===== src/psms_pkg.sv =====
`timescale 1ns / 1ps

package psms_pkg;

  // capacity and derived widths
  localparam int unsigned DEPTH = 1024;
  localparam int unsigned AW    = $clog2(DEPTH);
  localparam int unsigned CW    = $clog2(DEPTH + 1);
  localparam int unsigned WW    = AW + 1;
  localparam int unsigned SW    = AW + 3;
  localparam int unsigned VAL_W = 32;
  localparam int unsigned CNT_W = 11;

  // request codes
  localparam logic FUNC_LOAD = 1'b0;
  localparam logic FUNC_READ = 1'b1;

  typedef struct packed {
    logic                    func;
    logic signed [VAL_W-1:0] value;
    logic                    last;
  } in_item_t;

  typedef struct packed {
    logic signed [VAL_W-1:0] value_res;
    logic                    is_odd;
    logic [CNT_W-1:0]        even_count;
    logic [CNT_W-1:0]        odd_count;
    logic                    final_item;
    logic                    none_left;
    logic                    overflowed;
  } out_item_t;

  // controller to datapath
  typedef struct packed {
    logic load;
    logic rd_start;
    logic rd_done;
    logic sort_init;
    logic part_rd;
    logic part_wr;
    logic seg_start;
    logic next_run;
    logic next_seg;
    logic next_pass;
    logic run_init;
    logic cap_a0;
    logic cap_b0;
    logic emit;
    logic cap_a;
    logic cap_b;
    logic finish;
  } cmd_t;

  // datapath to controller
  typedef struct packed {
    logic total_zero;
    logic part_last;
    logic need_pass;
    logic seg_empty;
    logic seg_odd;
    logic run_last;
    logic b_run;
    logic heads_empty;
    logic take_a;
    logic a_more;
    logic b_more;
    logic out_busy;
  } sts_t;

endpackage


===== src/psms_ctrl.sv =====
`timescale 1ns / 1ps

module psms_ctrl (
  input  logic           clk_i,
  input  logic           rst_ni,
  input  logic           in_valid_i,
  input  logic           in_func_i,
  input  logic           in_last_i,
  output logic           in_stall_o,
  output psms_pkg::cmd_t cmd_o,
  input  psms_pkg::sts_t sts_i
);

  import psms_pkg::*;

  localparam logic [3:0] S_IDLE   = 4'd0;
  localparam logic [3:0] S_RDW    = 4'd1;
  localparam logic [3:0] S_PSTART = 4'd2;
  localparam logic [3:0] S_PRD    = 4'd3;
  localparam logic [3:0] S_PWR    = 4'd4;
  localparam logic [3:0] S_PASS   = 4'd5;
  localparam logic [3:0] S_SEG    = 4'd6;
  localparam logic [3:0] S_INIT   = 4'd7;
  localparam logic [3:0] S_CAPA0  = 4'd8;
  localparam logic [3:0] S_CAPB0  = 4'd9;
  localparam logic [3:0] S_OUT    = 4'd10;
  localparam logic [3:0] S_CAPA   = 4'd11;
  localparam logic [3:0] S_CAPB   = 4'd12;
  localparam logic [3:0] S_DONE   = 4'd13;

  logic [3:0] state_q, state_d;
  logic       accept;

  // reads wait for a free output register, loads do not
  assign in_stall_o = (state_q != S_IDLE) || ((in_func_i == FUNC_READ) && sts_i.out_busy);
  assign accept     = in_valid_i && !in_stall_o;

  // sequencer
  always_comb begin
    state_d = state_q;
    cmd_o   = '0;
    case (state_q)
      S_IDLE: begin
        if (accept) begin
          if (in_func_i == FUNC_READ) begin
            cmd_o.rd_start = 1'b1;
            state_d        = S_RDW;
          end else begin
            cmd_o.load = 1'b1;
            if (in_last_i) begin
              state_d = S_PSTART;
            end
          end
        end
      end
      S_RDW: begin
        cmd_o.rd_done = 1'b1;
        state_d       = S_IDLE;
      end
      S_PSTART: begin
        cmd_o.sort_init = 1'b1;
        state_d         = sts_i.total_zero ? S_DONE : S_PRD;
      end
      S_PRD: begin
        cmd_o.part_rd = 1'b1;
        state_d       = S_PWR;
      end
      S_PWR: begin
        cmd_o.part_wr = 1'b1;
        state_d       = sts_i.part_last ? S_PASS : S_PRD;
      end
      S_PASS: begin
        state_d = sts_i.need_pass ? S_SEG : S_DONE;
      end
      S_SEG: begin
        if (!sts_i.seg_empty) begin
          cmd_o.seg_start = 1'b1;
          state_d         = S_INIT;
        end else if (sts_i.seg_odd) begin
          cmd_o.next_pass = 1'b1;
          state_d         = S_PASS;
        end else begin
          cmd_o.next_seg = 1'b1;
        end
      end
      S_INIT: begin
        cmd_o.run_init = 1'b1;
        state_d        = S_CAPA0;
      end
      S_CAPA0: begin
        cmd_o.cap_a0 = 1'b1;
        state_d      = sts_i.b_run ? S_CAPB0 : S_OUT;
      end
      S_CAPB0: begin
        cmd_o.cap_b0 = 1'b1;
        state_d      = S_OUT;
      end
      S_OUT: begin
        if (!sts_i.heads_empty) begin
          cmd_o.emit = 1'b1;
          if (sts_i.take_a) begin
            state_d = sts_i.a_more ? S_CAPA : S_OUT;
          end else begin
            state_d = sts_i.b_more ? S_CAPB : S_OUT;
          end
        end else if (!sts_i.run_last) begin
          cmd_o.next_run = 1'b1;
          state_d        = S_INIT;
        end else if (sts_i.seg_odd) begin
          cmd_o.next_pass = 1'b1;
          state_d         = S_PASS;
        end else begin
          cmd_o.next_seg = 1'b1;
          state_d        = S_SEG;
        end
      end
      S_CAPA: begin
        cmd_o.cap_a = 1'b1;
        state_d     = S_OUT;
      end
      S_CAPB: begin
        cmd_o.cap_b = 1'b1;
        state_d     = S_OUT;
      end
      S_DONE: begin
        cmd_o.finish = 1'b1;
        state_d      = S_IDLE;
      end
      default: begin
        state_d = S_IDLE;
      end
    endcase
  end

  always_ff @(posedge clk_i or negedge rst_ni) begin
    if (!rst_ni) begin
      state_q <= S_IDLE;
    end else begin
      state_q <= state_d;
    end
  end

  // nothing is taken while a sort or a read is under way
  a_busy_stall: assert property (@(posedge clk_i) disable iff (!rst_ni)
    (state_q != S_IDLE) |-> in_stall_o)
    else $error("input taken while busy");

  // a read always finishes in the following cycle
  a_read_done: assert property (@(posedge clk_i) disable iff (!rst_ni)
    cmd_o.rd_start |=> cmd_o.rd_done)
    else $error("read did not complete");

endmodule


===== config.mk =====
export PLATFORM = sky130hd
export DESIGN_NAME = psms_ctrl
export DESIGN_NICKNAME = d
export VERILOG_FILES = /design/src/psms_pkg.sv /design/src/psms_ctrl.sv
export SDC_FILE = /design/constraint.sdc
export NUM_CORES = 1
export LEC_CHECK = 0
export BUFFER_PORTS_ARGS = -buffer_cell sky130_fd_sc_hd__buf_2
export CAP_MARGIN = 20
export CORE_MARGIN = 1.5
export CORE_UTILIZATION = 45
export CTS_CLUSTER_SIZE = 24
export DETAILED_ROUTE_END_ITERATION = 10
export PLACE_DENSITY = 0.78
export SYNTH_ARGS = -nofsm -noshare
export SYNTH_HDL_FRONTEND = slang
export SYNTH_SLANG_ARGS = --single-unit

===== constraint.sdc =====
create_clock -name clk_i -period 4.8 [get_ports clk_i]
set_input_delay 0.72 -clock clk_i [delete_from_list [all_inputs] [get_ports clk_i]]
set_output_delay 0.72 -clock clk_i [all_outputs]
set_load 0.01 [all_outputs]

---- Yosys cells after proc, flatten, opt, wreduce, memory -nomap -nowiden ----
Cells that the tools add are included.
operators by class
  equality and inequality tests ........... 16
  mux-type cells .......................... 42
  reductions and logical operators ........ 8
operators by type and width
  operator                                                                count
  4-bit one-hot mux with 10 select lines                                  1
  4-bit two-way mux                                                       9
  4-bit equality test (second input constant)                             6
  1-bit two-way mux                                                       21
  4-bit by 3-bit equality test with 1-bit output (second input constant)  4
  2-bit two-way mux                                                       6
  3-bit two-way mux                                                       4
  4-bit by 2-bit equality test with 1-bit output (second input constant)  2
  3-bit inequality test (second input constant)                           2
  4-bit by 1-bit equality test with 1-bit output (second input constant)  1
  4-bit logical NOT                                                       1
  2-bit one-hot mux with 2 select lines                                   1
  4-bit nonzero test                                                      1
  3-bit AND reduction                                                     1
  3-bit OR reduction                                                      1
  1-bit logical AND                                                       2
  2-bit inequality test (second input constant)                           1
  1-bit logical NOT                                                       1
  1-bit logical OR                                                        1
word-level totals
  input port bits ......................... 17
  register bits after elaboration ......... 4
  word-level logic and storage cells ...... 67
  output and inout bits ................... 18

---- Logic depth before layout (Yosys ltp) ----
Gate-level depths: netlist (run 1).
  depth after elaboration ................. 6
  depth in mapped cells ................... 6
  depth with buffers taken out ............ 4

---- Worst setup path after synthesis (run 1) ----
No wires, ideal clock.
  kind .................................... register to output
  start point ............................. register state_q[0]
  end point ............................... output port cmd_o[15] (netlist bit)
  required time ........................... 4.080 ns
  slack ................................... 2.667 ns
  path buffers ............................ 2
  stages on the path, launching flop included .. 7
  arrival time ............................ 1.413 ns
  cells stage by stage .................... dfrtp_1 -> buf_6 -> or2_1 -> buf_6 -> nor3_1 -> nand2_1 -> nor3b_1
RTL lines
  element                   RTL line          text
  start: declaration        psms_ctrl.sv:31   logic [3:0] state_q, state_d;
  start signal: assignment  psms_ctrl.sv:139  state_q <= state_d;
  end: declaration          psms_ctrl.sv:10   output psms_pkg::cmd_t cmd_o,

==> results.md, run 1 <==
* Status: finished, final reports clean
* Flop2flop setup slack at 3.01 ns
* Vias/cell at 5.56
* Cts repair resizes at 0
* Ys Warns at 0
* Via count at 728
* Slew headroom at 61.5%
* CP Cell Sequence: or2_1 > nor3_1 > nand2_1 > nor3b_1 > buf_2
* Commonest cells post-synth: 14 x nor2_1, 9 x nor3_1, 8 x nand2_1
* Count of final max-slew check failures at 0
* Syn nets at 105
* Vias in the first global route at 612
* Routability cong. at 0.874
* Leak Pwr at 0.000362 µW
* RR Endpoint: state_q[1]
* Tot Pwr at 395 µW
* Top reg by flops: state_q
* Synth cell types at 32
* Cell count after placement at 128
* Final Skew at 0.00263 ns
* Grt ovf at 0
* WHS at 0.278 ns
* Global-route wire length before repair at 2530 µm
* DRT Pass-1 Iters at 4
* ANT cells at 0
* Post-Syn Area at 594 µm²
* Cells on worst reg2reg path at 4
* Skew-Pair Late Insertion Delay at 0.23 ns
* # Post-CTS Setup Buffers at 0
* Data arrival, critical path at 1.85 ns
* Clk sinks at 4
* Reg2reg start: state_q[2]
* CP max-delay cell: dfrtp_1
* CP endpoint kind: output pin
* Routed wire length at 1590 µm
* Worst hold path class: in -> async
* Top flop regs: state_q x4
* Post-route minimum period at 2.57 ns
* Die area at 0.00155 mm²
* Clock buffers created by TritonCTS at 3
* Starting Density at 50.7%
* Ys async rst share at 100%
* DRC viols at 0
* Clk root buf: clkbuf_4
* Critical path class: reg -> out
* Seq/Total Area, Yosys at 16.8%
* HPWL after DPL at 1180 µm
* Initial antenna violation count at 0
* Total Neg Setup Slack at 0 ns
* I/O Buffers at 34
* Synth Flop Type: dfrtp_1
* Most common cell in the netlist: nor2_1
* Post-synth EDFFs at 0
* CTS tree: built
* Largest net degree at the start of global routing at 21
* RSZ-0062 raised after global routing: no
* Clock-pin slew on the worst setup and hold paths at 0.04 ns
* Routed Antenna Nets at 0
* Max Fclk at 388 MHz
* CP max stage delay at 0.54 ns
* Die Ht at 39.3 µm
* Max-cap violations at 0
* Syn Inst Count at 88
* Non-filler cells, final at 131
* Cell area power density at 521 mW/mm²
* VDD IR max at 0.212 mV
* Synthesis-to-layout area growth at 27.4%
* GR Util All Layers at 23.6%
* Top-area cell type share of the netlist area at 16.8%
* Max H-tree Level at 1
* Layout cells sized above 1 at 34.2%
* Fin crit share at 53.6%
* Worst setup SP type: register
* DR iter-0 viols at 20
* Syn_area_per_cell at 6.75 µm²
* Nets at 136
* Max reg flops at 4
* Yosys top cell by area: dfrtp_1
* Die Wd at 39.3 µm
* I/O Pins at 35
* Crit path required time at 4.08 ns
* CTS max path bufs at 2
* Num rows at 12
* Fin. Hold Viols at 0
* Synth top area cells: dfrtp_1 17%, nor2_1 8.8%, nor3_1 7.6%
* Final Setup Violations at 0
* Routed WL per cell at 12.2 µm
* Cts hold-fix bufs at 0
* Core region area at 0.00117 mm²
* Yosys reg bits at 4
* CP max FO at 18
* Worst-Margin Slew at 0.578 ns
==> routing by layer <==
| metal | global-route usage (%) | up-vias | routed length (µm) |
|---|---|---|---|
| met2 | 39.2 | 28 | 730 |
| met3 | 6.82 | 0 | 85 |
| li1 | - | 381 | - |
| met4 | 0.862 | 0 | 0 |
| met5 | 0 | - | 0 |
| met1 | 31.6 | 319 | 779 |
==> cell families after synthesis <==
logic type      synth area share [%]
compound gates                  30.3
buf+inv                         9.89
flops                           16.8
simple gates                    42.9
==> stage by stage <==
step | area (µm²) | utilization, % | setup slack (ns)
floorplan | 594 | - | 2.67
global placement | 734 | 62.7 | 2.57
detailed placement | 734 | 62.7 | 2.49
CTS | 757 | 64.6 | 2.24
global route | 757 | 64.6 | 2.04
finish | 757 | 64.6 | 2.23
==> worst max-delay path, delay by kind of cell, from the launching register on <==
family                 cells  cell delay [ns]
AND/OR/NAND/NOR            4             0.92
flip-flops                 1             0.54
buffers and inverters      1             0.15
==> final cells by class <==
| cell class | instances | area, µm² |
|---|---|---|
| Inverter | 3 | 11.3 |
| Tap cell | 14 | 17.5 |
| Sequential cell | 4 | 100 |
| Clock buffer | 3 | 22.5 |
| Timing Repair Buffer | 34 | 170 |
| Fill cell | 109 | 414 |
| Multi-Input combinational cell | 73 | 435 |
==> worst max-delay path by stage <==
stage / start / end / slack (ns) / depth (start not counted)
global route: state_q[0] / cmd_o[15] / 2.04 / 5
CTS: state_q[0] / cmd_o[15] / 2.24 / 5
floorplan: state_q[0] / cmd_o[15] / 2.67 / 6
detailed placement: state_q[0] / cmd_o[15] / 2.49 / 5
global placement: state_q[0] / cmd_o[15] / 2.57 / 5
finish: state_q[0] / cmd_o[15] / 2.23 / 5
==> placed cells by master (no fill, tap or decap), drive strengths merged, types with 2 or more instances in the layout <==
cell | Yosys | routed
clkbuf | 3 | 3
dfrtp | 4 | 4
nor2b | 2 | 2
o21ai | 4 | 4
nor3b | 3 | 3
buf | 5 | 34
nor2 | 14 | 14
a21oi | 7 | 7
nand2b | 5 | 5
inv | 3 | 3
a31oi | 4 | 4
nor3 | 9 | 9
nand2 | 8 | 8
==> where the power goes <==
group / leakage (µW) / switching [µW] / internal [µW]
clock: 0.0000138 / 13.8 / 28.0
combinational: 0.000298 / 127 / 111
sequential: 0.0000501 / 66.1 / 49.2
total: 0.000362 / 207 / 188
No activity file was read; power rests on OpenSTA's default activity.
==> run 2, diff against run 1 <==
- CORE_UTILIZATION: 45 -> 38
- PLACE_DENSITY: 0.78 -> 0.7
- clock period: 4.8 -> 2.3 ns (I/O delays scaled with it)
==> run 2 against run 1 <==
- final cell count grew 5.3%
- setup slack lost 1.9 ns
- non-clock buffer count grew 5
- combinational power grew to 2.7 times the previous value
- wire length grew 5.3%
- global-route usage shrank 5.1 points
- utilization shrank 11 points
- via count grew 3.8%
- critical path depth shrank 1
- worst hold slack gained 0.17 ns
- critical path type unchanged
- largest cell class unchanged
==> results.md, run 2 (synthesized netlist as in run 1, its figures left out) <==
* Status: finished, final reports clean
* Cts repair resizes at 0 (unchanged)
* Routed wire length at 1680 µm (+5.3%)
* Count of final max-slew check failures at 0 (unchanged)
* Max Fclk at 506 MHz
* Data arrival, critical path at 1.63 ns (-0.22 ns)
* Net Switching at 439 µW (+110%)
* Int Pwr at 433 µW (+130%)
* Sw Ratio at 50.3% (-2.1 points)
* Number of cells on the critical path at 4 (-1)
* CP max FO at 12 (-6)
* CTS max path bufs at 2 (unchanged)
* Leak Pwr at 0.000386 µW (+6.7%)
* I/O Pins at 35 (unchanged)
* Global-route wire length before repair at 2700 µm (+6.8%)
* Core region area at 0.00149 mm² (+27%)
* Top reg by flops: state_q
* DRT Pass-1 Iters at 4 (unchanged)
* Crit path required time at 1.96 ns (-2.12 ns)
* Worst setup SP type: register
* Fin crit share at 86.0%
* Die Ht at 42.5 µm (+8.1%)
* Clock group share of total power at 9.8% (-0.8 points)
* Non-filler cells, final at 138 (+5.3%)
* Tot Pwr at 871 µW (+120%)
* Routed Antenna Nets at 0 (unchanged)
* Top flop regs: state_q x4
* Reg2reg start: state_q[3]
* Final Skew at 0.000744 ns (-0.00188 ns)
* Seq pwr share at 17.1% (-12 points)
* Max reg flops at 4 (unchanged)
* WHS at 0.453 ns (+0.174 ns)
* RR Endpoint: state_q[1]
* Cell area power density at 1090 mW/mm² (+110%)
* FF+latch area at 100 µm² (unchanged)
* Combinational share of power at 73.1% (+13 points)
* Layout cells sized above 1 at 36.1% (+1.9 points)
* Max H-tree Level at 1 (unchanged)
* Nets at 141 (+3.7%)
* Die area at 0.00181 mm² (+17%)
* I/O Buffers at 34 (unchanged)
* Starting Density at 39.9% (-11 points)
* Routability cong. at 0.856 (-2.0%)
* Grt ovf at 0 (unchanged)
* Flop2flop setup slack at 0.64 ns (-2.37 ns)
* Clock buffers created by TritonCTS at 3 (unchanged)
* Most common cell after layout, fill and taps aside: buf_2
* Initial antenna violation count at 0 (unchanged)
* Vias in the first global route at 647 (+5.7%)
* HPWL after DPL at 1310 µm (+11%)
* Crit-path leading delay family: simple AND/OR/NAND/NOR gates
* CP max stage delay at 0.53 ns (about the same)
* Slew headroom at 75.2% (+14 points)
* Num rows at 14 (+2)
* Worst hold path class: in -> async
* Worst setup path end: cmd_o[7]
* Filler Cell Count at 162 (+49%)
* RSZ-0062 raised after global routing: no
* Cells on worst reg2reg path at 5 (+1)
* CP max-delay cell: dfrtp_1
* ANT cells at 0 (unchanged)
* Fin. Hold Viols at 0 (unchanged)
* VDD IR max at 0.379 mV (+79%)
* Routed WL per cell at 12.2 µm (about the same)
* Clk root buf: clkbuf_4
* # Post-CTS Setup Buffers at 0 (unchanged)
* Vias/cell at 5.48 (-1.4%)
* CP endpoint kind: output pin
* Clk sinks at 4 (unchanged)
* Synthesis-to-layout area growth at 34.5%
* Largest net degree at the start of global routing at 18 (-14%)
* Via count at 756 (+3.8%)
* Final Setup Violations at 0 (unchanged)
* Skew-Pair Late Insertion Delay at 0.23 ns (about the same)
* DR iter-0 viols at 22 (+10%)
* Post-route minimum period at 1.98 ns
* Worst-Margin Slew at 0.369 ns (-0.208 ns)
* GR Util All Layers at 18.5% (-5.1 points)
* CTS tree: built
* Critical path class: reg -> out
* CP Cell Sequence: nor2b_1 > a21oi_1 > nor3b_1 > buf_2
* Total Neg Setup Slack at 0 ns (unchanged)
* Worst Path Buf+Inv at 1 (unchanged)
* Clock-pin slew on the worst setup and hold paths at 0.04 ns (about the same)
* Cell count after placement at 134 (+4.7%)
* DRC viols at 0 (unchanged)
* Most frequent cells in the layout: 34 x buf_2, 14 x nor2_1, 9 x nor3_1
* Multi-input gate area at 435 µm² (unchanged)
* Max-cap violations at 0 (unchanged)
* Die Wd at 42.5 µm (+8.1%)
* Setup crit start: state_q[2]
==> run 2: metrics by stage <==
stage               util, %  instance area (µm²)  setup WS (ns)
detailed placement     51.5                  767          0.604
finish                 53.7                  800          0.322
global placement       51.5                  767          0.636
floorplan                 -                  594          0.542
global route           53.7                  800          0.171
CTS                    53.7                  800          0.356
==> run 2: layout make-up <==
class                      instances  share of cell area (%)
sequential                         4                    12.5
tap                               16                    2.50
multi-input combinational         73                    54.5
clock buffer                       3                    2.82
timing repair buffer              39                    26.3
inverter                           3                    1.41
==> run 2: timing repair <==
item	CTS	global route
hold buffers	1	0
hold endpoints to repair	4	0
endpoints found under the setup margin	0	0
==> run 2: per-layer routing <==
layer | routed length [µm] | track usage [%] | vias up
li1 | - | - | 390
met1 | 774 | 24.9 | 343
met2 | 806 | 31.4 | 21
met3 | 78 | 1.29 | 2
met4 | 19 | 5.63 | 0
met5 | 0 | 0 | -
==> run 2: worst min-delay path by stage <==
stage,startpoint,end,cells past startpoint
after floorplan,rst_ni,state_q[0],0
after global placement,rst_ni,state_q[3],1
after detailed placement,rst_ni,state_q[3],1
after CTS,rst_ni,state_q[1],2
after global routing,rst_ni,state_q[1],2
final,rst_ni,state_q[3],2
==> run 2: power groups by stage <==
stage | logic, µW | clock network, µW | registers [µW]
global placement | 629 | 0 | 148
finish | 637 | 85.1 | 149
detailed placement | 634 | 0 | 149
floorplan | 518 | 0 | 118
global route | 701 | 94.3 | 157
CTS | 639 | 86.8 | 148
==> run 2: worst reg2reg max path, stage by stage (launching register included) <==
cell      delay, ns
dfrtp_1        0.46
buf_4          0.22
or4b_1         0.52
a21oi_1        0.16
nor4_1         0.08
o221ai_2       0.14
